**src/ctsl_pkg.sv**
```systemverilog
// Package for the C subset token lexer: token codes, pending classes, tables, shared types.
`default_nettype none
package ctsl_pkg;

    localparam int OFFSET_BITS = 16;
    localparam logic [OFFSET_BITS-1:0] POS_MAX = {OFFSET_BITS{1'b1}};
    localparam int KIND_BITS = 6;
    localparam int TDATA_W = ((KIND_BITS + 2 * OFFSET_BITS + 7) / 8) * 8;
    localparam int NUM_KW = 6;
    localparam int KW_CHARS = 8;
    localparam int QDEPTH = 4;
    localparam int QPTR_W = $clog2(QDEPTH);
    localparam int QCNT_W = $clog2(QDEPTH + 1);

    typedef logic [KIND_BITS-1:0] t_kind;

    localparam t_kind K_EOF    = 6'd0;
    localparam t_kind K_NUM    = 6'd1;
    localparam t_kind K_ID     = 6'd2;
    localparam t_kind K_INT    = 6'd3;
    localparam t_kind K_INC    = 6'd9;
    localparam t_kind K_ADDEQ  = 6'd10;
    localparam t_kind K_PLUS   = 6'd11;
    localparam t_kind K_DEC    = 6'd12;
    localparam t_kind K_SUBEQ  = 6'd13;
    localparam t_kind K_MINUS  = 6'd14;
    localparam t_kind K_STAR   = 6'd15;
    localparam t_kind K_SLASH  = 6'd16;
    localparam t_kind K_PCT    = 6'd17;
    localparam t_kind K_LPAR   = 6'd18;
    localparam t_kind K_RPAR   = 6'd19;
    localparam t_kind K_LBRK   = 6'd20;
    localparam t_kind K_RBRK   = 6'd21;
    localparam t_kind K_EQEQ   = 6'd22;
    localparam t_kind K_ASSIGN = 6'd23;
    localparam t_kind K_OROR   = 6'd24;
    localparam t_kind K_OR     = 6'd25;
    localparam t_kind K_ANDAND = 6'd26;
    localparam t_kind K_AND    = 6'd27;
    localparam t_kind K_XOR    = 6'd28;
    localparam t_kind K_SHL    = 6'd29;
    localparam t_kind K_LT     = 6'd30;
    localparam t_kind K_SHR    = 6'd31;
    localparam t_kind K_GT     = 6'd32;
    localparam t_kind K_SEMI   = 6'd33;
    localparam t_kind K_COMMA  = 6'd34;
    localparam t_kind K_LBRC   = 6'd35;
    localparam t_kind K_RBRC   = 6'd36;
    localparam t_kind K_ERR    = 6'd37;

    // keywords in token code order: int if else for break continue
    localparam logic [7:0] KW_CHR [NUM_KW][KW_CHARS] = '{
        '{"i", "n", "t", 8'h00, 8'h00, 8'h00, 8'h00, 8'h00},
        '{"i", "f", 8'h00, 8'h00, 8'h00, 8'h00, 8'h00, 8'h00},
        '{"e", "l", "s", "e", 8'h00, 8'h00, 8'h00, 8'h00},
        '{"f", "o", "r", 8'h00, 8'h00, 8'h00, 8'h00, 8'h00},
        '{"b", "r", "e", "a", "k", 8'h00, 8'h00, 8'h00},
        '{"c", "o", "n", "t", "i", "n", "u", "e"}
    };
    localparam logic [3:0] KW_LEN [NUM_KW] = '{4'd3, 4'd2, 4'd4, 4'd3, 4'd5, 4'd8};

    typedef enum logic [9:0] {
        PC_NONE  = 10'b00_0000_0001,
        PC_NUM   = 10'b00_0000_0010,
        PC_ID    = 10'b00_0000_0100,
        PC_PLUS  = 10'b00_0000_1000,
        PC_MINUS = 10'b00_0001_0000,
        PC_EQ    = 10'b00_0010_0000,
        PC_OR    = 10'b00_0100_0000,
        PC_AND   = 10'b00_1000_0000,
        PC_LT    = 10'b01_0000_0000,
        PC_GT    = 10'b10_0000_0000
    } t_pcls;

    typedef struct packed {
        t_kind                  kind;
        logic [OFFSET_BITS-1:0] start;
        logic [OFFSET_BITS-1:0] len;
        logic                   ovf;
    } t_token;

    // one accepted beat's results: tok0 always, tok1 when two is set
    typedef struct packed {
        t_token tok0;
        t_token tok1;
        logic   two;
    } t_rec;

    typedef struct packed {
        logic full;
        logic empty;
    } t_qstat;

    function automatic logic is_digit(input logic [7:0] b);
        return (b >= "0") && (b <= "9");
    endfunction

    function automatic logic is_alpha(input logic [7:0] b);
        return ((b >= "a") && (b <= "z")) || ((b >= "A") && (b <= "Z")) || (b == "_");
    endfunction

    function automatic logic is_space(input logic [7:0] b);
        return (b == " ") || ((b >= 8'd9) && (b <= 8'd13));
    endfunction

    function automatic t_pcls op_class(input logic [7:0] b);
        t_pcls c;
        unique case (b)
            "+":     c = PC_PLUS;
            "-":     c = PC_MINUS;
            "=":     c = PC_EQ;
            "|":     c = PC_OR;
            "&":     c = PC_AND;
            "<":     c = PC_LT;
            ">":     c = PC_GT;
            default: c = PC_NONE;
        endcase
        return c;
    endfunction

    function automatic t_kind punct_kind(input logic [7:0] b);
        t_kind k;
        unique case (b)
            "*":     k = K_STAR;
            "/":     k = K_SLASH;
            "%":     k = K_PCT;
            "(":     k = K_LPAR;
            ")":     k = K_RPAR;
            "[":     k = K_LBRK;
            "]":     k = K_RBRK;
            "^":     k = K_XOR;
            ";":     k = K_SEMI;
            ",":     k = K_COMMA;
            "{":     k = K_LBRC;
            "}":     k = K_RBRC;
            default: k = K_ERR;
        endcase
        return k;
    endfunction

    function automatic t_kind single_kind(input t_pcls c);
        t_kind k;
        unique case (c)
            PC_PLUS:  k = K_PLUS;
            PC_MINUS: k = K_MINUS;
            PC_EQ:    k = K_ASSIGN;
            PC_OR:    k = K_OR;
            PC_AND:   k = K_AND;
            PC_LT:    k = K_LT;
            default:  k = K_GT;
        endcase
        return k;
    endfunction

    // K_EOF means the byte does not pair with the pending operator
    function automatic t_kind pair_kind(input t_pcls c, input logic [7:0] b);
        t_kind k;
        k = K_EOF;
        unique case (c)
            PC_PLUS:  k = (b == "+") ? K_INC : ((b == "=") ? K_ADDEQ : K_EOF);
            PC_MINUS: k = (b == "-") ? K_DEC : ((b == "=") ? K_SUBEQ : K_EOF);
            PC_EQ:    k = (b == "=") ? K_EQEQ : K_EOF;
            PC_OR:    k = (b == "|") ? K_OROR : K_EOF;
            PC_AND:   k = (b == "&") ? K_ANDAND : K_EOF;
            PC_LT:    k = (b == "<") ? K_SHL : K_EOF;
            PC_GT:    k = (b == ">") ? K_SHR : K_EOF;
            default:  k = K_EOF;
        endcase
        return k;
    endfunction

endpackage
`default_nettype wire

```
**src/ctsl_front.sv**
```systemverilog
// Front end: takes text beats, keeps the pending token and forms result records.
`default_nettype none
module ctsl_front
    import ctsl_pkg::*;
(
    input  wire logic   i_clk,
    input  wire logic   i_rst_n,
    input  wire logic   i_valid,
    input  wire logic   [7:0] i_byte,
    input  wire logic   i_eot,
    output logic        o_ready,
    input  wire t_qstat i_qstat,
    output logic        o_push,
    output t_rec        o_rec
);

    t_pcls                  r_pcls, n_pcls;
    logic [OFFSET_BITS-1:0] r_pos, n_pos;
    logic [OFFSET_BITS-1:0] r_pstart, n_pstart;
    logic [OFFSET_BITS-1:0] r_plen, n_plen;
    logic [NUM_KW-1:0]      r_kw, n_kw;
    logic                   r_ovf_seen, n_ovf_seen;
    logic                   r_povf, n_povf;

    logic   acc;
    t_token ptok;
    t_token stok;
    t_token eoftok;
    t_kind  pk;
    t_kind  pairk;
    t_pcls  opc;
    logic   dig, alp, spc, single;

    assign o_ready = !i_qstat.full;
    assign acc     = i_valid && o_ready;

    assign dig   = is_digit(i_byte);
    assign alp   = is_alpha(i_byte);
    assign spc   = is_space(i_byte);
    assign opc   = op_class(i_byte);
    assign pairk = pair_kind(r_pcls, i_byte);
    assign single = !dig && !alp && !spc && (opc == PC_NONE);

    // kind of the pending token if it closed now
    always_comb begin
        if (r_pcls == PC_NUM) begin
            pk = K_NUM;
        end else if (r_pcls == PC_ID) begin
            pk = K_ID;
            for (int k = NUM_KW - 1; k >= 0; k--) begin
                if (r_kw[k] && (r_plen == OFFSET_BITS'(KW_LEN[k]))) begin
                    pk = K_INT + KIND_BITS'(k);
                end
            end
        end else begin
            pk = single_kind(r_pcls);
        end
    end

    assign ptok   = '{kind: pk, start: r_pstart, len: r_plen, ovf: r_povf};
    assign stok   = '{kind: punct_kind(i_byte), start: r_pos,
                      len: OFFSET_BITS'(1), ovf: r_ovf_seen};
    assign eoftok = '{kind: K_EOF, start: r_pos, len: '0, ovf: r_ovf_seen};

    always_comb begin
        n_pcls     = r_pcls;
        n_pos      = r_pos;
        n_pstart   = r_pstart;
        n_plen     = r_plen;
        n_kw       = r_kw;
        n_ovf_seen = r_ovf_seen;
        n_povf     = r_povf;
        o_push     = 1'b0;
        o_rec      = '{tok0: ptok, tok1: eoftok, two: 1'b0};
        if (acc) begin
            if (i_eot) begin
                o_push = 1'b1;
                if (r_pcls != PC_NONE) begin
                    o_rec.two = 1'b1;
                end else begin
                    o_rec.tok0 = eoftok;
                end
                n_pcls     = PC_NONE;
                n_pos      = '0;
                n_pstart   = '0;
                n_plen     = '0;
                n_kw       = '1;
                n_ovf_seen = 1'b0;
                n_povf     = 1'b0;
            end else begin
                priority if ((r_pcls == PC_NUM && dig) || (r_pcls == PC_ID && (alp || dig))) begin
                    if (r_pcls == PC_ID) begin
                        for (int k = 0; k < NUM_KW; k++) begin
                            if ((r_plen >= OFFSET_BITS'(KW_LEN[k])) ||
                                (KW_CHR[k][r_plen[2:0]] != i_byte)) begin
                                n_kw[k] = 1'b0;
                            end
                        end
                    end
                    if (r_plen == POS_MAX) begin
                        n_povf = 1'b1;
                    end else begin
                        n_plen = r_plen + 1'b1;
                    end
                end else if (pairk != K_EOF) begin
                    o_push = 1'b1;
                    o_rec.tok0 = '{kind: pairk, start: r_pstart,
                                   len: OFFSET_BITS'(2), ovf: r_povf};
                    n_pcls = PC_NONE;
                end else begin
                    // pending token closes; the byte may also give a token of its own
                    if (r_pcls != PC_NONE) begin
                        o_push = 1'b1;
                        n_pcls = PC_NONE;
                        if (single) begin
                            o_rec.two  = 1'b1;
                            o_rec.tok1 = stok;
                        end
                    end else if (single) begin
                        o_push     = 1'b1;
                        o_rec.tok0 = stok;
                    end
                    if (dig || alp || (opc != PC_NONE)) begin
                        n_pcls   = dig ? PC_NUM : (alp ? PC_ID : opc);
                        n_pstart = r_pos;
                        n_plen   = OFFSET_BITS'(1);
                        n_povf   = r_ovf_seen;
                    end
                    if (alp) begin
                        for (int k = 0; k < NUM_KW; k++) begin
                            n_kw[k] = (KW_CHR[k][0] == i_byte);
                        end
                    end
                end
                if (r_pos == POS_MAX) begin
                    n_ovf_seen = 1'b1;
                end else begin
                    n_pos = r_pos + 1'b1;
                end
            end
        end
    end

    always_ff @(posedge i_clk) begin
        if (!i_rst_n) begin
            r_pcls     <= PC_NONE;
            r_pos      <= '0;
            r_pstart   <= '0;
            r_plen     <= '0;
            r_kw       <= '1;
            r_ovf_seen <= 1'b0;
            r_povf     <= 1'b0;
        end else begin
            r_pcls     <= n_pcls;
            r_pos      <= n_pos;
            r_pstart   <= n_pstart;
            r_plen     <= n_plen;
            r_kw       <= n_kw;
            r_ovf_seen <= n_ovf_seen;
            r_povf     <= n_povf;
        end
    end

    a_eot_restart: assert property (@(posedge i_clk) disable iff (!i_rst_n)
        (acc && i_eot) |=> (r_pos == '0 && r_pcls == PC_NONE && !r_ovf_seen))
        else $error("position not restarted after end of text");

    a_pos_sat: assert property (@(posedge i_clk) disable iff (!i_rst_n)
        (r_ovf_seen && !(acc && i_eot)) |=> (r_pos == POS_MAX && r_ovf_seen))
        else $error("saturated position moved");

endmodule
`default_nettype wire

```
**src/ctsl_queue.sv**
```systemverilog
// Short record queue between front and back ends.
`default_nettype none
module ctsl_queue
    import ctsl_pkg::*;
(
    input  wire logic i_clk,
    input  wire logic i_rst_n,
    input  wire logic i_push,
    input  wire t_rec i_rec,
    input  wire logic i_pop,
    output t_rec      o_head,
    output t_qstat    o_qstat
);

    t_rec              r_mem [QDEPTH];
    logic [QPTR_W-1:0] r_wp, r_rp;
    logic [QCNT_W-1:0] r_cnt;

    assign o_qstat.full  = (r_cnt == QCNT_W'(QDEPTH));
    assign o_qstat.empty = (r_cnt == '0);
    assign o_head        = r_mem[r_rp];

    always_ff @(posedge i_clk) begin
        if (i_push) begin
            r_mem[r_wp] <= i_rec;
        end
    end

    always_ff @(posedge i_clk) begin
        if (!i_rst_n) begin
            r_wp  <= '0;
            r_rp  <= '0;
            r_cnt <= '0;
        end else begin
            if (i_push) r_wp <= r_wp + 1'b1;
            if (i_pop)  r_rp <= r_rp + 1'b1;
            r_cnt <= r_cnt + QCNT_W'(i_push) - QCNT_W'(i_pop);
        end
    end

    a_no_overrun: assert property (@(posedge i_clk) disable iff (!i_rst_n)
        !(i_push && o_qstat.full))
        else $error("record pushed into full queue");

    a_no_underrun: assert property (@(posedge i_clk) disable iff (!i_rst_n)
        !(i_pop && o_qstat.empty))
        else $error("record popped from empty queue");

endmodule
`default_nettype wire

```
**src/ctsl_back.sv**
```systemverilog
// Back end: unpacks queued records into single tokens behind an output register.
`default_nettype none
module ctsl_back
    import ctsl_pkg::*;
(
    input  wire logic   i_clk,
    input  wire logic   i_rst_n,
    input  wire t_rec   i_head,
    input  wire t_qstat i_qstat,
    output logic        o_pop,
    output logic        o_valid,
    input  wire logic   i_ready,
    output t_token      o_tok,
    output logic        o_last
);

    logic   r_vld;
    logic   r_sub;
    t_token r_tok;
    logic   r_last;
    logic   load;

    assign load  = (!r_vld || i_ready) && !i_qstat.empty;
    assign o_pop = load && (r_sub || !i_head.two);

    always_ff @(posedge i_clk) begin
        if (!i_rst_n) begin
            r_vld <= 1'b0;
            r_sub <= 1'b0;
        end else if (load) begin
            r_vld <= 1'b1;
            r_sub <= !o_pop;
        end else if (i_ready) begin
            r_vld <= 1'b0;
        end
    end

    always_ff @(posedge i_clk) begin
        if (load) begin
            r_tok  <= r_sub ? i_head.tok1 : i_head.tok0;
            r_last <= r_sub || !i_head.two;
        end
    end

    assign o_valid = r_vld;
    assign o_tok   = r_tok;
    assign o_last  = r_last;

    // second token of a record always follows its first with last clear
    a_sub_last: assert property (@(posedge i_clk) disable iff (!i_rst_n)
        (load && !r_sub && i_head.two) |=> (r_sub && !r_last))
        else $error("first of two tokens flagged last");

endmodule
`default_nettype wire

```
**src/c_subset_token_lexer_top.sv**
```systemverilog
// Top level of the C subset token lexer.
// Source text arrives one byte per beat on s_axis; tlast marks the end of text, which
// flushes any pending token, emits EOF and restarts the offset count at zero. Tokens leave
// on m_axis as kind, start offset and length, with tuser set when an offset or length has
// saturated and tlast on the final token caused by an input beat. One input beat is taken
// per cycle while the four-record queue between the classifier and the output stage has
// room; the output stage sends one token per cycle while m_axis_tready is high, so a byte
// that yields two tokens holds it for both and sustained throughput is set by that stage.
// A token passes from its input beat through the queue memory and the output register.
`default_nettype none
module c_subset_token_lexer_top
    import ctsl_pkg::*;
(
    input  wire logic               i_clk,
    input  wire logic               i_rst_n,
    input  wire logic               s_axis_tvalid,
    output logic                    s_axis_tready,
    input  wire logic [7:0]         s_axis_tdata,   // text_byte
    input  wire logic               s_axis_tlast,   // end_of_text
    output logic                    m_axis_tvalid,
    input  wire logic               m_axis_tready,
    output logic [TDATA_W-1:0]      m_axis_tdata,   // token_kind, start_offset, token_length, zero pad
    output logic                    m_axis_tuser,   // position_overflow
    output logic                    m_axis_tlast    // last_of_run
);

    t_qstat qstat;
    logic   push, pop;
    t_rec   rec, head;
    t_token tok;

    ctsl_front u_front (
        .i_clk   (i_clk),
        .i_rst_n (i_rst_n),
        .i_valid (s_axis_tvalid),
        .i_byte  (s_axis_tdata),
        .i_eot   (s_axis_tlast),
        .o_ready (s_axis_tready),
        .i_qstat (qstat),
        .o_push  (push),
        .o_rec   (rec)
    );

    ctsl_queue u_queue (
        .i_clk   (i_clk),
        .i_rst_n (i_rst_n),
        .i_push  (push),
        .i_rec   (rec),
        .i_pop   (pop),
        .o_head  (head),
        .o_qstat (qstat)
    );

    ctsl_back u_back (
        .i_clk   (i_clk),
        .i_rst_n (i_rst_n),
        .i_head  (head),
        .i_qstat (qstat),
        .o_pop   (pop),
        .o_valid (m_axis_tvalid),
        .i_ready (m_axis_tready),
        .o_tok   (tok),
        .o_last  (m_axis_tlast)
    );

    assign m_axis_tdata = TDATA_W'({tok.len, tok.start, tok.kind});
    assign m_axis_tuser = tok.ovf;

endmodule
`default_nettype wire
```
**config.mk**
```make
export PLATFORM = sky130hd
export DESIGN_NAME = c_subset_token_lexer_top
export DESIGN_NICKNAME = d
export VERILOG_FILES = /design/src/ctsl_pkg.sv /design/src/ctsl_front.sv /design/src/ctsl_queue.sv /design/src/ctsl_back.sv /design/src/c_subset_token_lexer_top.sv
export SDC_FILE = /design/constraint.sdc
export NUM_CORES = 1
export LEC_CHECK = 0
export CAP_MARGIN = 10
export CORE_ASPECT_RATIO = 1.25
export CORE_MARGIN = 3
export CORE_UTILIZATION = 55
export CTS_BUF_LIST = sky130_fd_sc_hd__clkbuf_4 sky130_fd_sc_hd__clkbuf_8
export CTS_CLUSTER_DIAMETER = 40
export CTS_CLUSTER_SIZE = 20
export DETAILED_ROUTE_END_ITERATION = 8
export DONT_BUFFER_PORTS = 1
export PLACE_DENSITY = 0.7
export SYNTH_ARGS = -nofsm -noshare
export SYNTH_HDL_FRONTEND = slang
export SYNTH_SLANG_ARGS = --single-unit
```
**constraint.sdc**
```tcl
create_clock -name i_clk -period 7.5 [get_ports i_clk]
set_input_delay 0.375 -clock i_clk [delete_from_list [all_inputs] [get_ports i_clk]]
set_output_delay 0.375 -clock i_clk [all_outputs]
set_load 0.005 [all_outputs]
```
======== After elaboration in Yosys (flattened, before gate mapping) ========
Memories as Yosys holds them, arrays and structs flattened. A register that Yosys moved wholly into a read port is not among the register bits.
Index checks and enable logic that the tools add are counted.
word-level totals
  flip-flop bits (word level) ............. 115
  RAM bits ................................ 316
  ROM bits ................................ 384
  input port bits ......................... 13
  logic and storage cells ................. 270
  memories ................................ 7
memories
  name              words  bits a word  read ports  clocked after Yosys merged registers in  write ports  RTL line          source
  u_queue.r_mem     4      79           1           1                                        1            ctsl_queue.sv:15  t_rec r_mem [QDEPTH];
  (name not given)  8      8            1           0                                        0            ctsl_front.sv:95  (KW_CHR[k][r_plen[2:0]] != i_byte)) begin
  (name not given)  8      8            1           0                                        0            ctsl_front.sv:95
  (name not given)  8      8            1           0                                        0            ctsl_front.sv:95
  (name not given)  8      8            1           0                                        0            ctsl_front.sv:95
  (name not given)  8      8            1           0                                        0            ctsl_front.sv:95
  1 more memories   --     --           --          --                                       --           --
operators by class
  add/sub/neg operators ................... 6
  order comparisons ....................... 14
  equal/unequal tests ..................... 65
  mux-type cells .......................... 95
  bitwise operators ....................... 1
  reductions and logical operators ........ 60
operators with widths
  cell                                                                                   count
  39-bit 2-to-1 mux                                                                      7
  16-bit 2-to-1 mux                                                                      11
  79-bit 2-to-1 mux                                                                      2
  40-bit 2-to-1 mux                                                                      3
  8-bit by 6-bit == test with 1-bit output (second input constant)                       14
  8-bit 2-to-1 mux                                                                       12
  6-bit case mux with 12 select lines                                                    1
  10-bit 2-to-1 mux                                                                      7
  10-bit case mux with 7 select lines                                                    1
  8-bit by 7-bit == test with 1-bit output (second input constant)                       7
  6-bit 2-to-1 mux                                                                       9
  8-bit inequality test                                                                  6
  6-bit case mux with 7 select lines                                                     1
  7-bit by 8-bit == test with 1-bit output (first input constant)                        5
  6-bit case mux with 6 select lines                                                     1
  16-bit by 1-bit adder with 16-bit output (second input constant)                       2
  16-bit == test (second input constant)                                                 2
  16-bit by 2-bit == test with 1-bit output (second input constant)                      2
  16-bit by 3-bit == test with 1-bit output (second input constant)                      2
  16-bit by 2-bit greater-or-equal comparator with 1-bit output (second input constant)  2
  16-bit by 3-bit greater-or-equal comparator with 1-bit output (second input constant)  2
  4-bit 2-to-1 mux                                                                       8
  5-bit AND reduction                                                                    6
  1-bit 2-to-1 mux                                                                       25
  other kinds (41)                                                                       103

======== Logic depth before layout (Yosys ltp) ========
  depth after elaboration ................. 16
  mapped depth ............................ 14

======== By module ========
A second synthesis with hierarchy kept.
second synthesis, totals
  cell total of the unflattened synthesis .. 1333
  area, all modules ....................... 19344.8 um^2
modules (own cells, without submodules)
  module                    instances  cells each  area an instance (um^2)  seq. area each (um^2)
  ctsl_queue                1          456         11825.1                  9669.3
  ctsl_front                1          779         5736.8                   1321.3
  ctsl_back                 1          95          1764.2                   1241.2
  c_subset_token_lexer_top  1          3           18.8                     0.0

======== Worst setup path after synthesis ========
Ideal clock, no wire load.
  path kind ............................... input to register
  from .................................... input s_axis_tdata[2]
  to ...................................... memory u_queue.r_mem[0][0] (netlist bit) (enable)
  data arrival time ....................... 3.529 ns
  data required time ...................... 7.071 ns
  slack ................................... 3.542 ns
  stages on the path ...................... 8
  cells stage by stage .................... buf_2 > nor3_1 > a21oi_1 > o32a_1 > a221oi_2 > o21ai_0 > a21oi_2 > and2_1
between the ends
  longest elaborated chain between the ends .. 16
  elaborated cells on any way between the ends .. 55
  those cells by class .................... order compare: 8; eq/ne: 10; mux: 19; reduce/logical: 18
ends and longest elaborated chain
  element                                                                                                                         RTL line                        source
  start, declared                                                                                                                 c_subset_token_lexer_top.sv:18  input wire logic [7:0] s_axis_tdata,
  8-bit by 7-bit greater-or-equal comparator with 1-bit output or 8-bit by 7-bit <= comparator with 1-bit output (tied branches)  ctsl_pkg.sv:99                  return ((b >= "a") && (b <= "z")) || ((b >= "A") && (b <= "Z")) || (b == "_");
  1-bit logical AND                                                                                                               ctsl_pkg.sv:99
  1-bit logical OR (2 in series)                                                                                                  ctsl_pkg.sv:99
  1-bit logical NOT                                                                                                               ctsl_front.sv:42                assign single = !dig && !alp && !spc && (opc == PC_NONE);
  1-bit logical AND (3 in series)                                                                                                 ctsl_front.sv:42
  1-bit 2-to-1 mux                                                                                                                ctsl_front.sv:119               end else if (single) begin
  1-bit 2-to-1 mux                                                                                                                ctsl_front.sv:112               if (r_pcls != PC_NONE) begin
  1-bit 2-to-1 mux                                                                                                                ctsl_front.sv:105               end else if (pairk != K_EOF) begin
  1-bit 2-to-1 mux *                                                                                                              ctsl_front.sv:91                priority if ((r_pcls == PC_NUM && dig) || (r_pcls == PC_ID && (alp || dig))) begin
  1-bit 2-to-1 mux *                                                                                                              ctsl_front.sv:76                if (i_eot) begin
  1-bit 2-to-1 mux *                                                                                                              ctsl_front.sv:75                if (acc) begin
  1-bit 2-to-1 mux *                                                                                                              ctsl_queue.sv:24                if (i_push) begin
  1-bit 2-to-1 mux (not written as such) *                                                                                        ctsl_queue.sv:25                r_mem[r_wp] <= i_rec;
  end, declared                                                                                                                   ctsl_queue.sv:15
Every way passes the cells marked *; elsewhere a longest branch is shown, timed or not.

======== Worst setup path after layout ========
  from .................................... register u_front.r_pcls[4]
  to ...................................... memory u_queue.r_mem[2][47] (netlist bit) (enable)
between the ends
  longest elaborated chain between the ends .. 9
  elaborated cells on any way between the ends .. 22
  those cells by class .................... eq/ne: 10; mux: 8; reduce/logical: 4
ends and longest elaborated chain
  element                                       RTL line           source
  start, declared                               ctsl_front.sv:17   t_pcls r_pcls, n_pcls;
  start signal, assigned                        ctsl_front.sv:154  r_pcls <= n_pcls;
  10-bit == test, or another cell as far along  ctsl_pkg.sv:159    unique case (c)
  6-bit case mux with 7 select lines            ctsl_pkg.sv:159
  6-bit nonzero test                            ctsl_front.sv:105
  1-bit 2-to-1 mux                              ctsl_front.sv:105
  1-bit 2-to-1 mux *                            ctsl_front.sv:91
  1-bit 2-to-1 mux *                            ctsl_front.sv:76
  1-bit 2-to-1 mux *                            ctsl_front.sv:75
  1-bit 2-to-1 mux *                            ctsl_queue.sv:24
  1-bit 2-to-1 mux (not written as such) *      ctsl_queue.sv:25
Marked as above.

==> results.toml <==
[outcome]
status = "finished clean"

[final_layout]
syn2layout_area_growth_pct = 6.74
drive_above_1_share_pct = 15.3
antenna_cells = 0
fin_nets = 1259
finish.utilization_pct = 60.3
instances_no_fill = 1655
final_cell_area_sq_um = 17900

[worst_setup_path]
reg2reg_from = "u_front.r_pcls[4]"
rr_worst_depth = 8
critPathLaunch = "u_front.r_pcls[4]"
rr_endpoint = "u_queue.r_mem[2][47]"
reg2reg_slack_ns = 3.61
worst_setup_path_end_kind = "register"
endpoint = "u_queue.r_mem[2][47]"
critPathRequiredTime_ns = 7.71
crit_fanout = 39
cp-start-kind = "register"
worst-setup-path-type = "reg2reg"
arrival_ns = 4.10

[power_and_ir_drop]
total_power_mw = 4.98
leakage_nw = 6.01
peakVddDrop_uv = 210
clock_power_share_pct = 27.2
p_int_mw = 3.52
power_density_nw_per_um2 = 279
comb_power_share_pct = 18.9
p_sw_share_pct = 29.2
power.switching_mw = 1.45
seq_power_share_pct = 53.9

[synthesis]
synthDistinctLibCells = 92
synth_edf_count = 296
syn_inst = 1256
ys_warn_count = 0
netlist_area_sq_um = 16700
syn_avg_cell_area_sq_um = 13.3
async_flop_share_pct = 0
synth_flop_cell = "edfxtp_1"
yosys_register_bits = 373
yosysSeqAreaShare_pct = 62.3

[cts]
cts_tree = "built"
cts_resized = 0
clk_root_buffer_cell = "clkbuf_8"
clkTransAtPathRegs_ns = 0.09
cts_buffer_depth = 3
cts_buffers = 36
clock_latency_ns = 0.56
h-tree-depth = 2
clock_sinks = 373

[detailed_routing]
post-route-drc-count = 0
vias_per_cell = 6.12
drt_first_pass_iters = 5
wl_um = 36000
avgRoutedWirePerCell_um = 21.8
drt-initial-drc-count = 752
postRouteAntennaNets = 0
vias = 10100

[die]
pin_count = 57
start_util_pct = 56.5
dieWidth_um = 162
core_area_sq_um = 29600
row_count = 70
die_h_um = 201
fp.dieArea_sq_um = 32600

[timing]
max_slew_margin_pct = 24.6
setup_tns_ns = 0
setup_viol = 0
worst_pin_slew_ns = 1.12
rsz0062_at_grt = "false"
min_period_ns = 3.89
clock_skew_ns = 0.0251
fin_crit_sh_pct = 51.8
drv_slew = 0
fmax_mhz = 257
whs_ns = 0.0521
fin_ws_ns = 3.61
hold_violations = 0

[flow_run]
maxCapViolCount = 0

[placed_design]
globalplace.congestion = 0.924
port_buffers = 0
place_inst = 1585
placed_area_sq_um = 17000
hpwl_um = 22700
post-place-ws_ns = 3.50

[global_routing]
grt_first_pass_wirelength_um = 57300
grt_max_degree = 65
grtUsageTotal_pct = 22.4
grt_antenna_before_repair = 1
overflow = 0
grt_pass1_vias = 10200

[hold_path]
hp-class = "in2reg"
critical path, cell delays in order (launching register included):
cell and delay [ns]:
dfxtp_1 0.56, or3_1 0.23, nor3_1 0.10, and2_1 0.19, a221oi_2 0.34, o21ai_0 0.26, a21oi_2 0.40, and2_2 0.93
buf_4 0.51
sequential cells by signal, indices dropped and copies added (netlist names), 2 cells and up, named ones only:
name	cells
u_queue.r_mem	256
u_back.o_tok	39
u_front.r_plen	16
u_front.r_pos	16
u_front.r_pstart	16
u_front.r_pcls	10
u_front.r_kw	6
u_queue.r_cnt	3
u_queue.r_rp	2
u_queue.r_wp	2
kinds of logic after synthesis:
kind of cell / synth area share [%]
DFF: 62.3
buffers and inverters: 2.64
xor gates and xnor gates: 2.25
adders and majority gates: 1.17
muxes: 10.2
and+or+nand+nor: 14.4
other: 0.0224
AOI/OAI and AO/OA: 7.02
metal layers:
| metal | track usage, % | wire length, um | vias to the layer above |
|---|---|---|---|
| met5 | 0 | 11 | - |
| met4 | 7.86 | 1100 | 2 |
| met3 | 3.51 | 1840 | 73 |
| li1 | - | - | 4702 |
| met1 | 28.6 | 14400 | 5051 |
| met2 | 39.0 | 18600 | 300 |
what timing repair did:
item,in CTS,in global routing
buffers inserted,0,0
hold buffers,4,0
endpoints found under the hold margin,42,0
cell type report:
cell class                 instances  area, sq um
fill                            2359        11700
multi-input combinational        782         5870
tap                              396          495
clock buffer                      42          566
inverter                          23         86.3
timing repair buffer              15          133
sequential                       373        10400
clock inverter                    24          269
how the worst min path moves through the flow:
stage                                   start                   to  slack, ns  cells past startpoint
final                            s_axis_tlast     u_front.r_pos[0]       0.05                      2
after global routing             s_axis_tlast     u_front.r_pos[0]      0.008                      2
after CTS                        s_axis_tlast     u_front.r_pos[0]      0.005                      2
after detailed placement  u_front.r_pstart[4]  u_front.r_pstart[4]       0.45                      2
after global placement    u_front.r_pstart[4]  u_front.r_pstart[4]       0.44                      2
after floorplan                u_front.r_povf       u_front.r_povf       0.43                      2
power by group through the flow:
stage | Sequential (mW) | Clock, mW | Combinational [mW]
after detailed placement | 2.74 | 0 | 0.954
final | 2.68 | 1.36 | 0.940
after CTS | 2.69 | 1.39 | 0.963
after global routing | 2.71 | 1.47 | 1.04
after floorplan | 2.67 | 0 | 0.736
after global placement | 2.73 | 0 | 0.940
Yosys cell counts, types with 6 or more instances:
master	instances	area, sq um
xnor2_1	22	193
mux2i_1	7	70.1
and2_1	33	206
and3_1	7	43.8
mux2_2	17	191
inv_1	21	78.8
and4_1	10	87.6
clkbuf_1	42	158
nor2b_1	26	163
dfxtp_1	77	1540
nor3_1	19	95.1
nand3_1	55	275
ha_1	14	175
a221oi_1	6	52.6
nand2b_1	8	50.1
buf_1	13	48.8
buf_2	16	80.1
nand2_1	147	552
a31oi_1	9	56.3
mux4_2	64	1440
or3_1	13	81.3
edfxtp_1	296	8890
nor3b_1	6	45.0
o21ai_0	45	225
nor2_1	77	289
nand4_1	11	68.8
nor4_1	11	68.8
a21oi_1	36	180
nand4b_1	7	61.3
xor2_1	21	184
placed cells by master (no fill, tap or decap), types with 13 or more instances in the layout:
| cell | netlist | final |
|---|---|---|
| or3_1 | 13 | 13 |
| xor2_1 | 21 | 21 |
| ha_1 | 14 | 14 |
| and2_1 | 33 | 29 |
| xnor2_1 | 22 | 22 |
| nor2b_1 | 26 | 26 |
| nand2_1 | 147 | 147 |
| mux2_2 | 17 | 17 |
| inv_1 | 21 | 20 |
| nor2_1 | 77 | 76 |
| nand3_1 | 55 | 55 |
| nor3_1 | 19 | 19 |
| a21oi_1 | 36 | 36 |
| edfxtp_1 | 296 | 296 |
| mux4_2 | 64 | 64 |
| clkbuf_8 | 0 | 40 |
| o21ai_0 | 45 | 45 |
| dfxtp_1 | 77 | 75 |
No activity file was read; power rests on OpenSTA's default activity.
